File: src/anp_pkg.sv
// Package for the ASCII number parser.
// Holds the parse phase type and the character and limit constants.
// Used by ascii_number_parser.
package anp_pkg;

  typedef enum logic [2:0] {
    PH_START = 3'd0,
    PH_ZERO  = 3'd1,
    PH_DEC   = 3'd2,
    PH_HEX   = 3'd3
  } phase_t;

  localparam logic [7:0] CH_MINUS  = 8'h2D;
  localparam logic [7:0] CH_PLUS   = 8'h2B;
  localparam logic [7:0] CH_ZERO   = 8'h30;
  localparam logic [7:0] CH_NINE   = 8'h39;
  localparam logic [7:0] CH_X_LO   = 8'h78;
  localparam logic [7:0] CH_X_UP   = 8'h58;
  localparam logic [7:0] CH_A_UP   = 8'h41;
  localparam logic [7:0] CH_F_UP   = 8'h46;
  localparam logic [7:0] CH_A_LO   = 8'h61;
  localparam logic [7:0] CH_F_LO   = 8'h66;

  localparam logic [31:0] LIM_UNSIGNED = 32'hFFFF_FFFF;
  localparam logic [31:0] LIM_POS      = 32'h7FFF_FFFF;
  localparam logic [31:0] LIM_NEG      = 32'h8000_0000;

endpackage

File: src/anp_in_if.sv
// Input channel of the ASCII number parser: one character word per transfer.
// Depends on nothing but the valid/ready handshake.
interface anp_in_if;
  logic       valid;
  logic       ready;
  logic [7:0] ch;
  logic       signed_mode;
  logic       last;

  modport source (output valid, output ch, output signed_mode, output last, input ready);
  modport sink (input valid, input ch, input signed_mode, input last, output ready);
endinterface

File: src/anp_out_if.sv
// Output channel of the ASCII number parser: one result word per string.
// Depends on nothing but the valid/ready handshake.
interface anp_out_if;
  logic        valid;
  logic        ready;
  logic [31:0] value;
  logic        valid_res;

  modport source (output valid, output value, output valid_res, input ready);
  modport sink (input valid, input value, input valid_res, output ready);
endinterface

File: src/ascii_number_parser.sv
// Top level of the ASCII number parser.
// Depends on anp_pkg, anp_in_if and anp_out_if.
//
// The block reads one character word per cycle, but a closing character waits while
// a result is still held; it returns one result word for every string, on the cycle
// after the closing character (last set) leaves the input register. A string in 0x or
// 0X form is unsigned hex saturating at all ones; otherwise it is decimal, signed or
// unsigned as signed_mode says on the first character. A malformed string gives
// value 0 with valid_res low. The rate is set by the single constant-multiply
// saturating accumulator update between the input and result registers.
module ascii_number_parser (
  input  logic     clk,
  input  logic     rst,
  anp_in_if.sink   din,
  anp_out_if.source dout
);

  logic             s1_valid;
  logic [7:0]       s1_ch;
  logic             s1_mode;
  logic             s1_last;

  anp_pkg::phase_t  phase, phase_next;
  logic [31:0]      acc, acc_next;
  logic             minus_seen, minus_seen_next;
  logic             bad_char, bad_char_next;
  logic             signed_latched, signed_latched_next;

  logic             out_valid;
  logic [31:0]      out_value;
  logic             out_res;

  logic             advance;
  logic             is_dig;
  logic [3:0]       dig;
  logic             is_hex;
  logic [3:0]       hex_dig;
  logic [31:0]      dec_lim;
  logic [35:0]      mul10;
  logic [35:0]      mul16;
  logic [31:0]      sat10;
  logic [31:0]      sat16;
  logic [31:0]      res_value;

  assign advance  = s1_valid && (!s1_last || !out_valid || dout.ready);
  assign din.ready = !s1_valid || advance;

  always_comb begin
    is_dig  = (s1_ch >= anp_pkg::CH_ZERO) && (s1_ch <= anp_pkg::CH_NINE);
    dig     = is_dig ? 4'(s1_ch - anp_pkg::CH_ZERO) : 4'd0;
    is_hex  = 1'b1;
    hex_dig = 4'd0;
    if (is_dig) begin
      hex_dig = dig;
    end else if ((s1_ch >= anp_pkg::CH_A_UP) && (s1_ch <= anp_pkg::CH_F_UP)) begin
      hex_dig = 4'(s1_ch - anp_pkg::CH_A_UP + 8'd10);
    end else if ((s1_ch >= anp_pkg::CH_A_LO) && (s1_ch <= anp_pkg::CH_F_LO)) begin
      hex_dig = 4'(s1_ch - anp_pkg::CH_A_LO + 8'd10);
    end else begin
      is_hex = 1'b0;
    end

    if (!signed_latched) begin
      dec_lim = anp_pkg::LIM_UNSIGNED;
    end else if (minus_seen) begin
      dec_lim = anp_pkg::LIM_NEG;
    end else begin
      dec_lim = anp_pkg::LIM_POS;
    end

    mul10 = {1'b0, acc, 3'b000} + {3'b000, acc, 1'b0} + {32'd0, dig};
    mul16 = {acc, 4'b0000} + {32'd0, hex_dig};
    sat10 = (mul10 > {4'd0, dec_lim}) ? dec_lim : mul10[31:0];
    sat16 = (mul16 > {4'd0, anp_pkg::LIM_UNSIGNED}) ? anp_pkg::LIM_UNSIGNED : mul16[31:0];
  end

  always_comb begin
    phase_next          = phase;
    acc_next            = acc;
    minus_seen_next     = minus_seen;
    bad_char_next       = bad_char;
    signed_latched_next = signed_latched;
    if (!bad_char) begin
      case (phase)
        anp_pkg::PH_START: begin
          signed_latched_next = s1_mode;
          if (s1_ch == anp_pkg::CH_MINUS) begin
            minus_seen_next = 1'b1;
            phase_next      = anp_pkg::PH_DEC;
          end else if (s1_ch == anp_pkg::CH_PLUS) begin
            phase_next = anp_pkg::PH_DEC;
          end else if (s1_ch == anp_pkg::CH_ZERO) begin
            phase_next = anp_pkg::PH_ZERO;
          end else if (is_dig) begin
            acc_next   = {28'd0, dig};
            phase_next = anp_pkg::PH_DEC;
          end else begin
            bad_char_next = 1'b1;
          end
        end
        anp_pkg::PH_ZERO: begin
          if ((s1_ch == anp_pkg::CH_X_LO) || (s1_ch == anp_pkg::CH_X_UP)) begin
            phase_next = anp_pkg::PH_HEX;
          end else if (is_dig) begin
            acc_next   = sat10;
            phase_next = anp_pkg::PH_DEC;
          end else begin
            bad_char_next = 1'b1;
          end
        end
        anp_pkg::PH_DEC: begin
          if (is_dig) begin
            acc_next = sat10;
          end else begin
            bad_char_next = 1'b1;
          end
        end
        anp_pkg::PH_HEX: begin
          if (is_hex) begin
            acc_next = sat16;
          end else begin
            bad_char_next = 1'b1;
          end
        end
        default: begin
          bad_char_next = 1'b1;
        end
      endcase
    end

    if ((phase_next != anp_pkg::PH_HEX) && minus_seen_next) begin
      res_value = 32'd0 - acc_next;
    end else begin
      res_value = acc_next;
    end
  end

  always_ff @(posedge clk) begin
    if (rst) begin
      s1_valid <= 1'b0;
    end else if (din.ready) begin
      s1_valid <= din.valid;
    end
    if (din.ready && din.valid) begin
      s1_ch   <= din.ch;
      s1_mode <= din.signed_mode;
      s1_last <= din.last;
    end
  end

  always_ff @(posedge clk) begin
    if (rst) begin
      phase          <= anp_pkg::PH_START;
      acc            <= 32'd0;
      minus_seen     <= 1'b0;
      bad_char       <= 1'b0;
      signed_latched <= 1'b0;
    end else if (advance) begin
      if (s1_last) begin
        phase          <= anp_pkg::PH_START;
        acc            <= 32'd0;
        minus_seen     <= 1'b0;
        bad_char       <= 1'b0;
        signed_latched <= 1'b0;
      end else begin
        phase          <= phase_next;
        acc            <= acc_next;
        minus_seen     <= minus_seen_next;
        bad_char       <= bad_char_next;
        signed_latched <= signed_latched_next;
      end
    end
  end

  always_ff @(posedge clk) begin
    if (rst) begin
      out_valid <= 1'b0;
    end else if (advance && s1_last) begin
      out_valid <= 1'b1;
    end else if (dout.ready) begin
      out_valid <= 1'b0;
    end
    if (advance && s1_last) begin
      out_value <= bad_char_next ? 32'd0 : res_value;
      out_res   <= !bad_char_next;
    end
  end

  assign dout.valid     = out_valid;
  assign dout.value     = out_value;
  assign dout.valid_res = out_res;

  a_invalid_zero: assert property (@(posedge clk) disable iff (rst)
    (dout.valid && !dout.valid_res) |-> (dout.value == 32'd0))
    else $error("invalid result carries a nonzero value");

  a_empty_ready: assert property (@(posedge clk) disable iff (rst)
    !s1_valid |-> din.ready)
    else $error("input stalled with an empty input register");

  a_string_clear: assert property (@(posedge clk) disable iff (rst)
    (advance && s1_last) |=> ((phase == anp_pkg::PH_START) && (acc == 32'd0) && !bad_char))
    else $error("state not cleared after the closing character");

  a_hex_no_minus: assert property (@(posedge clk) disable iff (rst)
    (phase == anp_pkg::PH_HEX) |-> !minus_seen)
    else $error("hex phase reached after a minus sign");

  a_result_slot: assert property (@(posedge clk) disable iff (rst)
    (out_valid && !dout.ready) |-> !(advance && s1_last))
    else $error("result overwritten while still waiting");

endmodule
File: src/flat_wrapper.sv
// flat-port wrapper written by rule: the top's interface ports become plain ports
module ascii_number_parser_flat 
  (clk, rst, din_valid, din_ch, din_signed_mode, din_last, din_ready, dout_valid, dout_value, dout_valid_res, dout_ready);
  anp_in_if din_i ();
  anp_out_if dout_i ();
  input  logic clk;
  input  logic rst;
  input wire logic [$bits(din_i.valid)-1:0] din_valid;
  input wire logic [$bits(din_i.ch)-1:0] din_ch;
  input wire logic [$bits(din_i.signed_mode)-1:0] din_signed_mode;
  input wire logic [$bits(din_i.last)-1:0] din_last;
  output wire logic [$bits(din_i.ready)-1:0] din_ready;
  output wire logic [$bits(dout_i.valid)-1:0] dout_valid;
  output wire logic [$bits(dout_i.value)-1:0] dout_value;
  output wire logic [$bits(dout_i.valid_res)-1:0] dout_valid_res;
  input wire logic [$bits(dout_i.ready)-1:0] dout_ready;
  assign din_i.valid = din_valid;
  assign din_i.ch = din_ch;
  assign din_i.signed_mode = din_signed_mode;
  assign din_i.last = din_last;
  assign din_ready = din_i.ready;
  assign dout_valid = dout_i.valid;
  assign dout_value = dout_i.value;
  assign dout_valid_res = dout_i.valid_res;
  assign dout_i.ready = dout_ready;
  ascii_number_parser u_core (.clk(clk), .rst(rst), .din(din_i), .dout(dout_i));
endmodule
File: config.mk
export PLATFORM = sky130hd
export DESIGN_NAME = ascii_number_parser_flat
export DESIGN_NICKNAME = d
export VERILOG_FILES = /design/src/anp_pkg.sv /design/src/anp_in_if.sv /design/src/anp_out_if.sv /design/src/ascii_number_parser.sv /design/src/flat_wrapper.sv
export SDC_FILE = /design/constraint.sdc
export NUM_CORES = 1
export LEC_CHECK = 0
export BUFFER_PORTS_ARGS = -buffer_cell sky130_fd_sc_hd__buf_2
export CAP_MARGIN = 40
export CORE_AREA = 10 10 157 145
export CTS_CLUSTER_DIAMETER = 120
export DETAILED_ROUTE_END_ITERATION = 16
export DIE_AREA = 0 0 167 155
export PLACE_DENSITY = 0.73
export SLEW_MARGIN = 10
export SYNTH_ARGS = -nofsm -noshare
export SYNTH_HDL_FRONTEND = slang
export SYNTH_SLANG_ARGS = --single-unit
export TNS_END_PERCENT = 50
File: constraint.sdc
create_clock -name clk -period 11.7 [get_ports clk]
set_input_delay 1.755 -clock clk [delete_from_list [all_inputs] [get_ports clk]]
set_output_delay 1.755 -clock clk [all_outputs]
set_load 0.005 [all_outputs]
* Word-level counts from Yosys, hierarchy flattened
Cells that the tools add are included.
Word-level totals: flip-flop bits (word level) 83, latch bits 0, memory bits (writable) 0, memory bits (read-only) 0, input bits 14, output and inout bits 35, word-level logic and storage cells 106, memories kept 0
Cells by class: add/sub/neg operators 9, $mul 0, divide/modulo/power cells 0, $lt $le $gt $ge 8, equal/unequal tests 10, shift operators 0, muxes and demuxes 48, bitwise operators 0, reductions and logical operators 19
Operators by type and width (number):
- 32-bit 2-to-1 mux | 14
- 32-bit one-hot mux with 4 select lines | 1
- 36-bit by 4-bit adder with 36-bit output | 2
- 35-bit by 33-bit adder with 36-bit output | 1
- 36-bit by 32-bit greater-than comparator with 1-bit output | 1
- 36-bit by 32-bit greater-than comparator with 1-bit output, second input constant | 1
- 1-bit by 32-bit subtractor with 32-bit output, first input constant | 1
- 8-bit by 6-bit == test with 1-bit output, second input constant | 3
- 3-bit 2-to-1 mux | 7
- 1-bit 2-to-1 mux | 20
- 8-bit by 7-bit == test with 1-bit output, second input constant | 2
- 8-bit by 7-bit >= comparator with 1-bit output, second input constant | 2
- 8-bit by 7-bit <= comparator with 1-bit output, second input constant | 2
- 4-bit 2-to-1 mux | 4
- 4-bit by 1-bit subtractor with 4-bit output, second input constant | 3
- 4-bit adder, second input constant | 2
- 8-bit by 6-bit >= comparator with 1-bit output, second input constant | 1
- 8-bit by 6-bit <= comparator with 1-bit output, second input constant | 1
- 1-bit logical AND | 7
- 3-bit by 2-bit == test with 1-bit output, second input constant | 2
- 3-bit one-hot mux with 2 select lines | 1
- 1-bit logical NOT | 4
- 1-bit logical OR | 4
- 1-bit one-hot mux with 4 select lines | 1
- other kinds (6) | 7

* Depth between registers and ports, before layout
Gate-level depths: netlist of run 1.
depth in word-level cells 13, depth in mapped cells 39, mapped depth without buffers 34

* Least setup slack after synthesis of run 1
Ideal clock, no wire load.
path type register -> register, start register u_core.s1_ch[0], end register u_core.out_value[30] (netlist: u_core.dout.value[30]), data pin, setup time 0.262 ns, data arrival time 8.262 ns, required time 11.438 ns, setup slack 3.176 ns, stages on the path, launching flop included 38, path buffers 4, clock period less this slack 8.524 ns, path through edfxtp_1 clkbuf_1 inv_1 ha_1 nor3b_1 nor3_1 clkbuf_1 clkbuf_1 and2_1 ha_1 ha_1 fa_1 a21o_1 a311o_1 and2_4 a221oi_2 o21ai_0 a21o_1 [2 not listed] ha_1 nand2_1 o21ai_0 a211oi_1 o211ai_1 o41a_1 a211oi_4 nand2_1 clkbuf_1 nor2_1 o31a_1 ha_1 nand2_1 a21oi_1 nand4_1 nor4_2 a211o_1 nand3_1
Between the ends: cells in the longest elaborated chain, start to end 13, elaborated cells between the ends (all ways) 64, classes of those cells add/sub: 8; order compare: 8; eq/ne: 6; mux: 37; reduce/logical: 5
Ends and longest elaborated chain:
- from (decl) | line ascii_number_parser.sv:19 | logic [7:0] s1_ch;
- from (signal assigned) | line ascii_number_parser.sv:145 | s1_ch <= din.ch;
- 4-bit by 1-bit subtractor with 4-bit output (tied with other cells) | line ascii_number_parser.sv:56, ascii_number_parser.sv:58
- 4-bit adder / 1-bit logical AND (equally long branches) | line ascii_number_parser.sv:56, ascii_number_parser.sv:58, ascii_number_parser.sv:57
- 4-bit 2-to-1 mux | line ascii_number_parser.sv:57 | end else if ((s1_ch >= anp_pkg::CH_A_LO) && (s1_ch <= anp_pkg::CH_F_LO)) begin
- 4-bit 2-to-1 mux | line ascii_number_parser.sv:55 | end else if ((s1_ch >= anp_pkg::CH_A_UP) && (s1_ch <= anp_pkg::CH_F_UP)) begin
- 4-bit 2-to-1 mux | line ascii_number_parser.sv:53 | if (is_dig) begin
- 36-bit by 4-bit adder with 36-bit output | line ascii_number_parser.sv:72 | mul16 = {acc, 4'b0000} + {32'd0, hex_dig};
- 36-bit by 32-bit greater-than comparator with 1-bit output | line ascii_number_parser.sv:74 | sat16 = (mul16 > {4'd0, anp_pkg::LIM_UNSIGNED}) ? anp_pkg::LIM_UNSIGNED : mul16[31:0];
- 32-bit 2-to-1 mux | line ascii_number_parser.sv:74
- 32-bit 2-to-1 mux | line ascii_number_parser.sv:119 | if (is_hex) begin
- 32-bit one-hot mux with 4 select lines | line ascii_number_parser.sv:84 | case (phase)
- 32-bit 2-to-1 mux | line ascii_number_parser.sv:83 | if (!bad_char) begin
- 1-bit by 32-bit subtractor with 32-bit output | line ascii_number_parser.sv:132 | res_value = 32'd0 - acc_next;
- 32-bit 2-to-1 mux | line ascii_number_parser.sv:131 | if ((phase_next != anp_pkg::PH_HEX) && minus_seen_next) begin
- to (signal assigned) | line ascii_number_parser.sv:184 | out_value <= bad_char_next ? 32'd0 : res_value;
- to (decl) | line ascii_number_parser.sv:30 | logic [31:0] out_value;
Several ways; a longest one is shown, not always the timed one. A chain may end at the register's enable or synchronous reset.

* Worst setup path after layout of run 1
Ends and elaborated chain as after synthesis.

==> summary.md, run 1 <==
| Metric | Value |
|---|---|
| Launch instance of the worst min-delay path | `u_core.signed_latched` |
| Synth Instances | `~1,200` |
| Post-CTS Hold Fix Bufs | `0` |
| Synthesized area per cell | `~7.8 um2` |
| Result of the run | `finished, final reports clean` |
| Core area | `between 15,000 and 20,000 um2` |
| Total Die Area | `25,900 um2` |
| Required @ worst endpoint | `11,810 ps` |
| Sort of element at the start of the critical path | `flip-flop` |
| Gr usage total | `a little under a quarter` |
| Type of the tightest min-delay check | `reg2reg` |
| Number of placed cells counting well taps | `1,480` |
| Ratio of final minimum period to clock period | `82.4%` |
| Cell count of the worst hold path | `2` |
| Finish-stage setup viols | `0` |
| Most frequent CP cell | `ha_1` |
| Detail Route Antenna Nets | `0` |
| Initial cell density of the core | `roughly half` |
| First-pass GRT wire length | `slightly above 50,000 um` |
| Final slew viol count | `0` |
| Slew Limit Headroom | `45.6%` |
| Signal arrival time at the worst endpoint | `slightly below 10,000 ps` |
| Number of vias per cell | `~6.7` |
| Count of unresolved DRC violations after routing | `0` |
| Setup repair after global routing missed its margin | `no` |
| Worst hold path endpoint | `u_core.signed_latched` |
| Instance area after placement | `9990 um2` |
| Highest clock rate | `0.104 GHz` |
| Pre-CTS setup slack | `approximately 2200 ps` |
| Uppermost layer routed | `met4` |
| Crit Path Class | `reg2reg` |
| Routability-driven placement congestion ratio | `0.987` |
| Detailed Routing Iterations Pass 1 | `6` |
| FFs w/ async S/R, synth | `0%` |
| I/O pin count | `49` |
| IO buf count | `48` |
| Least-Margin Pin Slew | `around 800 ps` |
| Post-Route Skew | `slightly below 10 ps` |
| Total of warnings raised by yosys | `0` |
| Die height | `155 um` |
| Kind of end point of the critical path | `flip-flop` |
| Critical R2R Capture | `u_core.dout.value[30]` |
| Detailed-route wire length on metal 1 | `between 10,000 and 15,000 um` |
| Largest cells by area after synthesis | `edfxtp_1 14%, ha_1 13%, dfxtp_1 8.4%` |
| Seq pwr share | `around 45%` |
| Metal2 WL | `~14,000 um` |
| Switching power as a share of total power | `between 20% and 30%` |
| Layout Area Growth over Synthesis | `8.17%` |
| Ys flop type | `edfxtp_1` |
| Final number of hold-violating endpoints | `0` |
| Final routed wirelength across all metal layers | `31,600 um` |
| Pin count of the biggest net entering global routing | `39` |
| Clock buffers created by TritonCTS | `9` |
| Setup WS post-layout | `slightly above 2000 ps` |
| Total global routing overflow | `0` |
| Count of inserted antenna diode cells | `0` |
| Post-layout net count | `1,353` |
| Library cells used by synthesis | `94` |
| Root buffer selected by CTS | `clkbuf_16` |
| Hold slack final | `between 500 and 600 ps` |
| Post_cts resized | `0` |
| Average wire length per cell after detail routing | `around 21 um` |
| Fraction of post-synthesis cell area in the top cell type by area | `between 10% and 20%` |
| Synthesized area | `about 9500 um2` |
| Reg2reg setup slack | `between 2000 and 2500 ps` |
| Syn nets | `approximately 1,300` |
| Number of vias in the routed layout | `10,006` |
| Cell accounting for the most synthesized area | `edfxtp_1` |
| CTS tree | `done` |
| Max IR drop VDD | `about 75 uV` |
| Die X-Extent | `between 150 and 200 um` |
| Detailed Place HPWL | `~24,000 um` |
| Crit path time final | `9640 ps` |
| Summed negative setup slack over all endpoints | `0 ps` |
| Total met3 wirelength after detailed routing | `~2900 um` |
| Switching component of the power | `about 0.17 mW` |
| Insertion delay to the later sink of the worst-skew pair | `~360 ps` |
| Origin of the critical flop-to-flop path | `u_core.s1_ch[0]` |
| Count of flip-flops with a built-in enable after synthesis | `43` |
| TritonCTS Sinks | `83` |
| Number of antenna violations at the first check in global routing | `0` |
| Share of synthesized area occupied by flip-flops and latches | `between 20% and 30%` |
| Cell with the largest stage delay on the worst path | `nor4_2` |
| P_int | `~0.52 mW` |
| Worst Reg-to-Reg Cells | `35` |
| Leak | `~4.5 nW` |
| # Max-Cap Violations | `0` |
| Via count of the first global-routing pass | `9,349` |
| Fraction of final layout cells sized beyond drive strength 1 | `10.4%` |
| Number of DRC violations after detailed-routing iteration 0 | `roughly 1,100` |
| Post-CTS clock slew at the launch and capture registers of the worst setup and hold paths | `approximately 60 ps` |
| Maximum buffer depth of the clock tree | `2` |
| Floorplan row count | `between 40 and 50` |
| Largest stage delay on the critical path | `about 620 ps` |
| Design area | `10,300 um2` |
| Count of non-filler cells in the finished layout | `between 1,000 and 1,500` |
| FF+latch count, synth | `between 80 and 90` |
| Clock power share | `46.7%` |
| Largest driver fanout on the critical path | `33` |
| Total power divided by cell area | `between 60 and 70 nW/um2` |
| Number of H-tree levels | `3` |
| Number of post-CTS setup repair buffers | `0` |
| Fraction of power consumed by combinational cells | `under 10%` |
[metal layers]
metal / global-route usage [%] / vias to the layer above
met4: 8.69 / 0
met3: 5.54 / 92
met5: 0 / -
met1: 29.7 / 4717
met2: 37.3 / 516
li1: - / 4681
[registers in the layout (all words and copies together), names as in the netlist]
signal                 cells
u_core.signed_latched      1
u_core.s1_mode             1
u_core.dout.valid          1
u_core.phase               3
u_core.s1_ch               8
u_core.s1_valid            1
u_core.dout.value         32
u_core.dout.valid_res      1
u_core.acc                32
u_core.bad_char            1
u_core.minus_seen          1
u_core.s1_last             1
[per-stage QoR]
stage                     power, mW  utilization, %
final                         0.697            52.8
after global routing          0.715            52.8
after CTS                     0.698            52.8
after detailed placement      0.376            51.1
after global placement        0.374            50.8
after floorplan               0.357               -
[cell usage in the layout, fill, tap and decap left out, types with 11 or more instances in the layout]
master	count
nor2_1	166
a21oi_1	113
nand2_1	110
ha_1	101
o21ai_0	63
buf_2	50
edfxtp_1	43
dfxtp_1	40
nand3_1	33
a22oi_1	30
a21o_1	29
nor3_1	28
inv_1	23
a211oi_1	21
xor2_1	19
xnor2_1	19
nand4_1	18
buf_4	18
o211ai_1	17
a31oi_1	14
o21a_1	13
or3_1	13
nor2b_1	12
nand2b_1	12
o31a_1	12
a211o_1	12
o31ai_1	11
or2_2	11
[cells in the mapped netlist, types with 13 or more instances]
master and count:
o21ai_0 63, clkbuf_1 52, nor3_1 29, or3_1 13
o21a_1 13, inv_1 23, xor2_1 19, a211oi_1 21
o211ai_1 17, dfxtp_1 40, nand4_1 18, nand2_1 110
a31oi_1 14, buf_2 13, a21oi_1 113, a22oi_1 30
edfxtp_1 43, xnor2_1 19, nand3_1 33, nor2_1 167
ha_1 101, a21o_1 29
[worst max-delay path by stage]
stage	start	endpoint	depth (start not counted)
floorplan	u_core.s1_ch[0]	u_core.dout.value[30]	37
global placement	u_core.s1_ch[0]	u_core.dout.value[30]	35
detailed placement	u_core.s1_ch[0]	u_core.dout.value[30]	36
CTS	u_core.s1_ch[0]	u_core.dout.value[30]	36
global route	u_core.s1_ch[0]	u_core.dout.value[30]	35
finish	u_core.s1_ch[0]	u_core.dout.value[30]	35
[area by class of cell]
class                   instances  area (um2)
clock buffers                  10         239
clock inverters                 6        96.3
fillers                      1877        9240
inverters                      23        86.3
multi-input cells            1049        7070
flip-flops and latches         83        2090
well taps                     255         319
repair buffers                 70         420
[critical path, delay by kind of cell (launching register included)]
family	cells	cell delay [ps]
flops	1	560
buf+inv	3	590
fa+ha+maj	6	1540
compound gates	15	4200
xor+xnor	1	150
simple gates	10	2320
[power by group through the flow]
| stage | combinational, mW | sequential [mW] | clock (mW) |
|---|---|---|---|
| 6_report | 0.0570 | 0.314 | 0.325 |
| 3_3_place_gp | 0.0539 | 0.320 | 0 |
| 5_1_grt | 0.0617 | 0.315 | 0.339 |
| 2_1_floorplan | 0.0385 | 0.319 | 0 |
| 4_1_cts | 0.0558 | 0.314 | 0.328 |
| 3_5_place_dp | 0.0555 | 0.321 | 0 |
[cell families (layout without fill, tap and decap cells)]
| family | after synthesis | after routing | synth area share, % |
|---|---|---|---|
| fa+ha+maj | 103 | 103 | 13.7 |
| xor+xnor | 38 | 38 | 3.49 |
| mux | 9 | 9 | 0.944 |
| simple gates | 464 | 464 | 23.9 |
| flops | 83 | 83 | 21.9 |
| buf+inv | 95 | 109 | 4.18 |
| compound gates | 435 | 435 | 31.9 |
(Power assumes the default switching activity.)
==> run 2: changes to the inputs <==
ABC_AREA = 1   (was unset)
CORE_AREA = 10 10 163 150   (was 10 10 157 145)
DIE_AREA = 0 0 173 160   (was 0 0 167 155)
clock period = 9.9 ns   (was 11.7 ns; I/O delays follow)
==> run 2 against run 1 <==
First-iteration DRC count decreased by 11%; maximum frequency is 15% higher; die area up 6.9%.
==> summary.md, run 2 <==
| Metric | Value |
|---|---|
| Launch instance of the worst min-delay path | `u_core.bad_char` |
| Type of the tightest min-delay check | `reg2reg` |
| Count of buffer and inverter cells on the critical path | `5 (+2)` |
| Share of synthesized area occupied by flip-flops and latches | `20.3% (-1.7 points)` |
| CTS tree | `done` |
| Summed negative setup slack over all endpoints | `0 ps (unchanged)` |
| Largest cells by area after synthesis | `nand2_1 20%, edfxtp_1 13%, ha_1 12%` |
| FF+latch count, synth | `83 (unchanged)` |
| Reg2reg setup slack | `1500 ps (-560 ps)` |
| Detailed Place HPWL | `23,800 um (-0.76%)` |
| Critical R2R Capture | `u_core.dout.value[16]` |
| Layout Area Growth over Synthesis | `7.54%` |
| Result of the run | `finished, final reports clean` |
| Via count of the first global-routing pass | `9,900 (+5.9%)` |
| Required @ worst endpoint | `10,000 ps (-1810 ps)` |
| IO buf count | `48 (unchanged)` |
| Most frequent CP cell | `nand2_1` |
| Count of inserted antenna diode cells | `0 (unchanged)` |
| Routability-driven placement congestion ratio | `0.955 (-3.2%)` |
| Least-Margin Pin Slew | `913 ps (+117 ps)` |
| Clock buffers created by TritonCTS | `9 (unchanged)` |
| Kind of end point of the critical path | `flip-flop` |
| Detailed Routing Iterations Pass 1 | `6 (unchanged)` |
| I/O pin count | `49 (unchanged)` |
| Ratio of final minimum period to clock period | `84.8% (+2.4 points)` |
| Count of unresolved DRC violations after routing | `0 (unchanged)` |
| Post-Route Skew | `6.92 ps (-2.71 ps)` |
| Max IR drop VDD | `82.9 uV (+11%)` |
| Pin count of the biggest net entering global routing | `63 (+62%)` |
| Ys flop type | `edfxtp_1` |
| Dominant cell by count in the synthesized netlist | `nand2_1` |
| Total global routing overflow | `0 (unchanged)` |
| Highest clock rate | `0.119 GHz (+15%)` |
| Cell count of the worst hold path | `2 (unchanged)` |
| Number of vias per cell | `5.47 (-18%)` |
| Final routed wirelength across all metal layers | `30,700 um (-2.8%)` |
| Library cells used by synthesis | `59 (-37%)` |
| Crit Path Class | `reg2reg` |
| Synthesized area | `10,300 um2 (+8.2%)` |
| Largest driver fanout on the critical path | `41 (+24%)` |
| Initial cell density of the core | `48.7% (-0.052 points)` |
| Gr usage total | `21.4% (-1.8 points)` |
| Total power divided by cell area | `82.2 nW/um2 (+22%)` |
| Worst hold path endpoint | `u_core.bad_char` |
| Cell with the largest stage delay on the worst path | `nand3_2` |
| Worst Reg-to-Reg Cells | `47 (+34%)` |
| Final slew viol count | `0 (unchanged)` |
| Sort of element at the start of the critical path | `flip-flop` |
| Fraction of post-synthesis cell area in the top cell type by area | `19.8% (+6.3 points)` |
| Signal arrival time at the worst endpoint | `8500 ps (-1250 ps)` |
| Fraction of final layout cells sized beyond drive strength 1 | `11.1% (+0.71 points)` |
| Synth Instances | `1,673 (+36%)` |
| Post_cts resized | `0 (unchanged)` |
| Average wire length per cell after detail routing | `15.5 um (-27%)` |
| Maximum buffer depth of the clock tree | `2 (unchanged)` |
| Setup repair after global routing missed its margin | `no` |
| Fillers | `2,197 (+17%)` |
| Global-route track usage on met3 | `3.30% (-2.2 points)` |
| Root buffer selected by CTS | `clkbuf_16` |
| Fraction of met1 tracks used by global routing | `28.3% (-1.3 points)` |
| Origin of the critical flop-to-flop path | `u_core.s1_ch[1]` |
| Final number of hold-violating endpoints | `0 (unchanged)` |
| Syn nets | `1,790 (+33%)` |
| TritonCTS Sinks | `83 (unchanged)` |
| Leading cell type in the layout, fill and taps excluded | `nand2_1` |
| Largest stage delay on the critical path | `620 ps (about the same)` |
| Total Die Area | `27,700 um2 (+6.9%)` |
| Floorplan row count | `51 (+4.1%)` |
| Number of post-CTS setup repair buffers | `0 (unchanged)` |
| Finish-stage setup viols | `0 (unchanged)` |
| Hold slack final | `526 ps (-2.83 ps)` |
| Post-CTS clock slew at the launch and capture registers of the worst setup and hold paths | `70 ps (about the same)` |
| Delay-heaviest family, CP | `simple AND/OR/NAND/NOR gates` |
| Core area | `21,200 um2 (+8.3%)` |
| Total of warnings raised by yosys | `0 (unchanged)` |
| Synthesized area per cell | `6.17 um2 (-21%)` |
| Commonest cells after routing, fill and taps aside | `546 x nand2_1, 192 x inv_1, 139 x nor2_1` |
| First-pass GRT wire length | `50,200 um (-0.22%)` |
| Number of H-tree levels | `3 (unchanged)` |
| Post-layout net count | `1,805 (+33%)` |
| Number of vias in the routed layout | `10,853 (+8.5%)` |
| Die height | `160 um (+3.2%)` |
| Leak | `5.98 nW (+34%)` |
| Cell accounting for the most synthesized area | `nand2_1` |
| FFs w/ async S/R, synth | `0% (unchanged)` |
| Number of antenna violations at the first check in global routing | `0 (unchanged)` |
| Count of flip-flops with a built-in enable after synthesis | `43 (unchanged)` |
| Commonest cells in the netlist | `546 x nand2_1, 192 x inv_1, 140 x nor2_1` |
| Global-route track usage on met2 | `35.8% (-1.5 points)` |
| Number of DRC violations after detailed-routing iteration 0 | `1,013 (-11%)` |
| # Max-Cap Violations | `0 (unchanged)` |
| Insertion delay to the later sink of the worst-skew pair | `350 ps (about the same)` |
| Crit path time final | `8400 ps (-1240 ps)` |
| Detail Route Antenna Nets | `0 (unchanged)` |
| Slew Limit Headroom | `38.9% (-6.7 points)` |
| Die X-Extent | `173 um (+3.6%)` |
| Post-CTS Hold Fix Bufs | `0 (unchanged)` |
| GR peak layer | `met2` |
==> run 2: cell types whose count changed after synthesis, sizes merged, moves of 28 or more <==
cell	change
a21o	-28
nand2	+471
inv	+185
nand3	+59
o21ai	+41
a22oi	-29
==> run 2: cells by family after synthesis <==
kind of cell	after synthesis	share of synthesized area, %
buffers and inverters	266	10.3
AND/OR/NAND/NOR	895	38.0
XOR/XNOR	28	2.38
AO/OA/AOI/OAI	298	16.5
adder cells (fa/ha/maj)	103	12.6
flip-flops	83	20.3
==> run 2: how the worst max path moves through the flow <==
| stage | slack [ps] | cells past startpoint | endpoint | startpoint |
|---|---|---|---|---|
| after CTS | 1670 | 49 | u_core.dout.value[16] | u_core.s1_ch[1] |
| after global routing | 600 | 47 | u_core.dout.value[16] | u_core.s1_ch[1] |
| after floorplan | 3710 | 49 | u_core.dout.value[16] | u_core.s1_ch[0] |
| final | 1500 | 47 | u_core.dout.value[16] | u_core.s1_ch[1] |
| after detailed placement | 1700 | 49 | u_core.dout.value[16] | u_core.s1_ch[1] |
| after global placement | 1890 | 44 | u_core.dout.value[16] | u_core.s1_ch[0] |
==> run 2: worst min-delay path: cells and delay by family, from the launching register on <==
kind	cells	cell delay (ps)
AOI/OAI and AO/OA	1	60
and+or+nand+nor	1	70
DFF	1	350
==> run 2: per-stage QoR <==
| stage | cells | utilization (%) | setup slack (ps) | area [um2] | power (mW) |
|---|---|---|---|---|---|
| after floorplan | 1673 | - | 3710 | 10300 | 0.534 |
| after global placement | 1965 | 50.7 | 1890 | 10700 | 0.581 |
| after detailed placement | 1968 | 51.1 | 1700 | 10800 | 0.584 |
| after CTS | 1984 | 52.4 | 1670 | 11100 | 0.910 |
| after global routing | 1984 | 52.4 | 604 | 11100 | 0.953 |
| final | 1984 | 52.4 | 1500 | 11100 | 0.912 |
==> run 2: layout make-up <==
cell class,instances,area (um2),share of cell area [%]
Sequential cell,83,2090,18.8
Inverter,209,785,7.07
Clock inverter,7,58.8,0.530
Timing Repair Buffer,61,385,3.47
Clock buffer,9,225,2.03
Multi-Input combinational cell,1324,7190,64.8
Tap cell,291,364,3.28
==> run 2: report_power, final <==
part / total, mW / internal (mW) / switching, mW
Combinational: 0.205 / 0.0628 / 0.142
Sequential: 0.376 / 0.368 / 0.00771
Clock: 0.332 / 0.175 / 0.157
==> run 2: per-layer routing <==
metal  vias to the layer above  wire [um]  part of all wire, %
met1                      4897      13800                   45
met4                         0        645                  2.1
met2                       382      14200                   46
li1                       5512          -                    -
met5                         -          0                    0
met3                        62       2070                  6.8
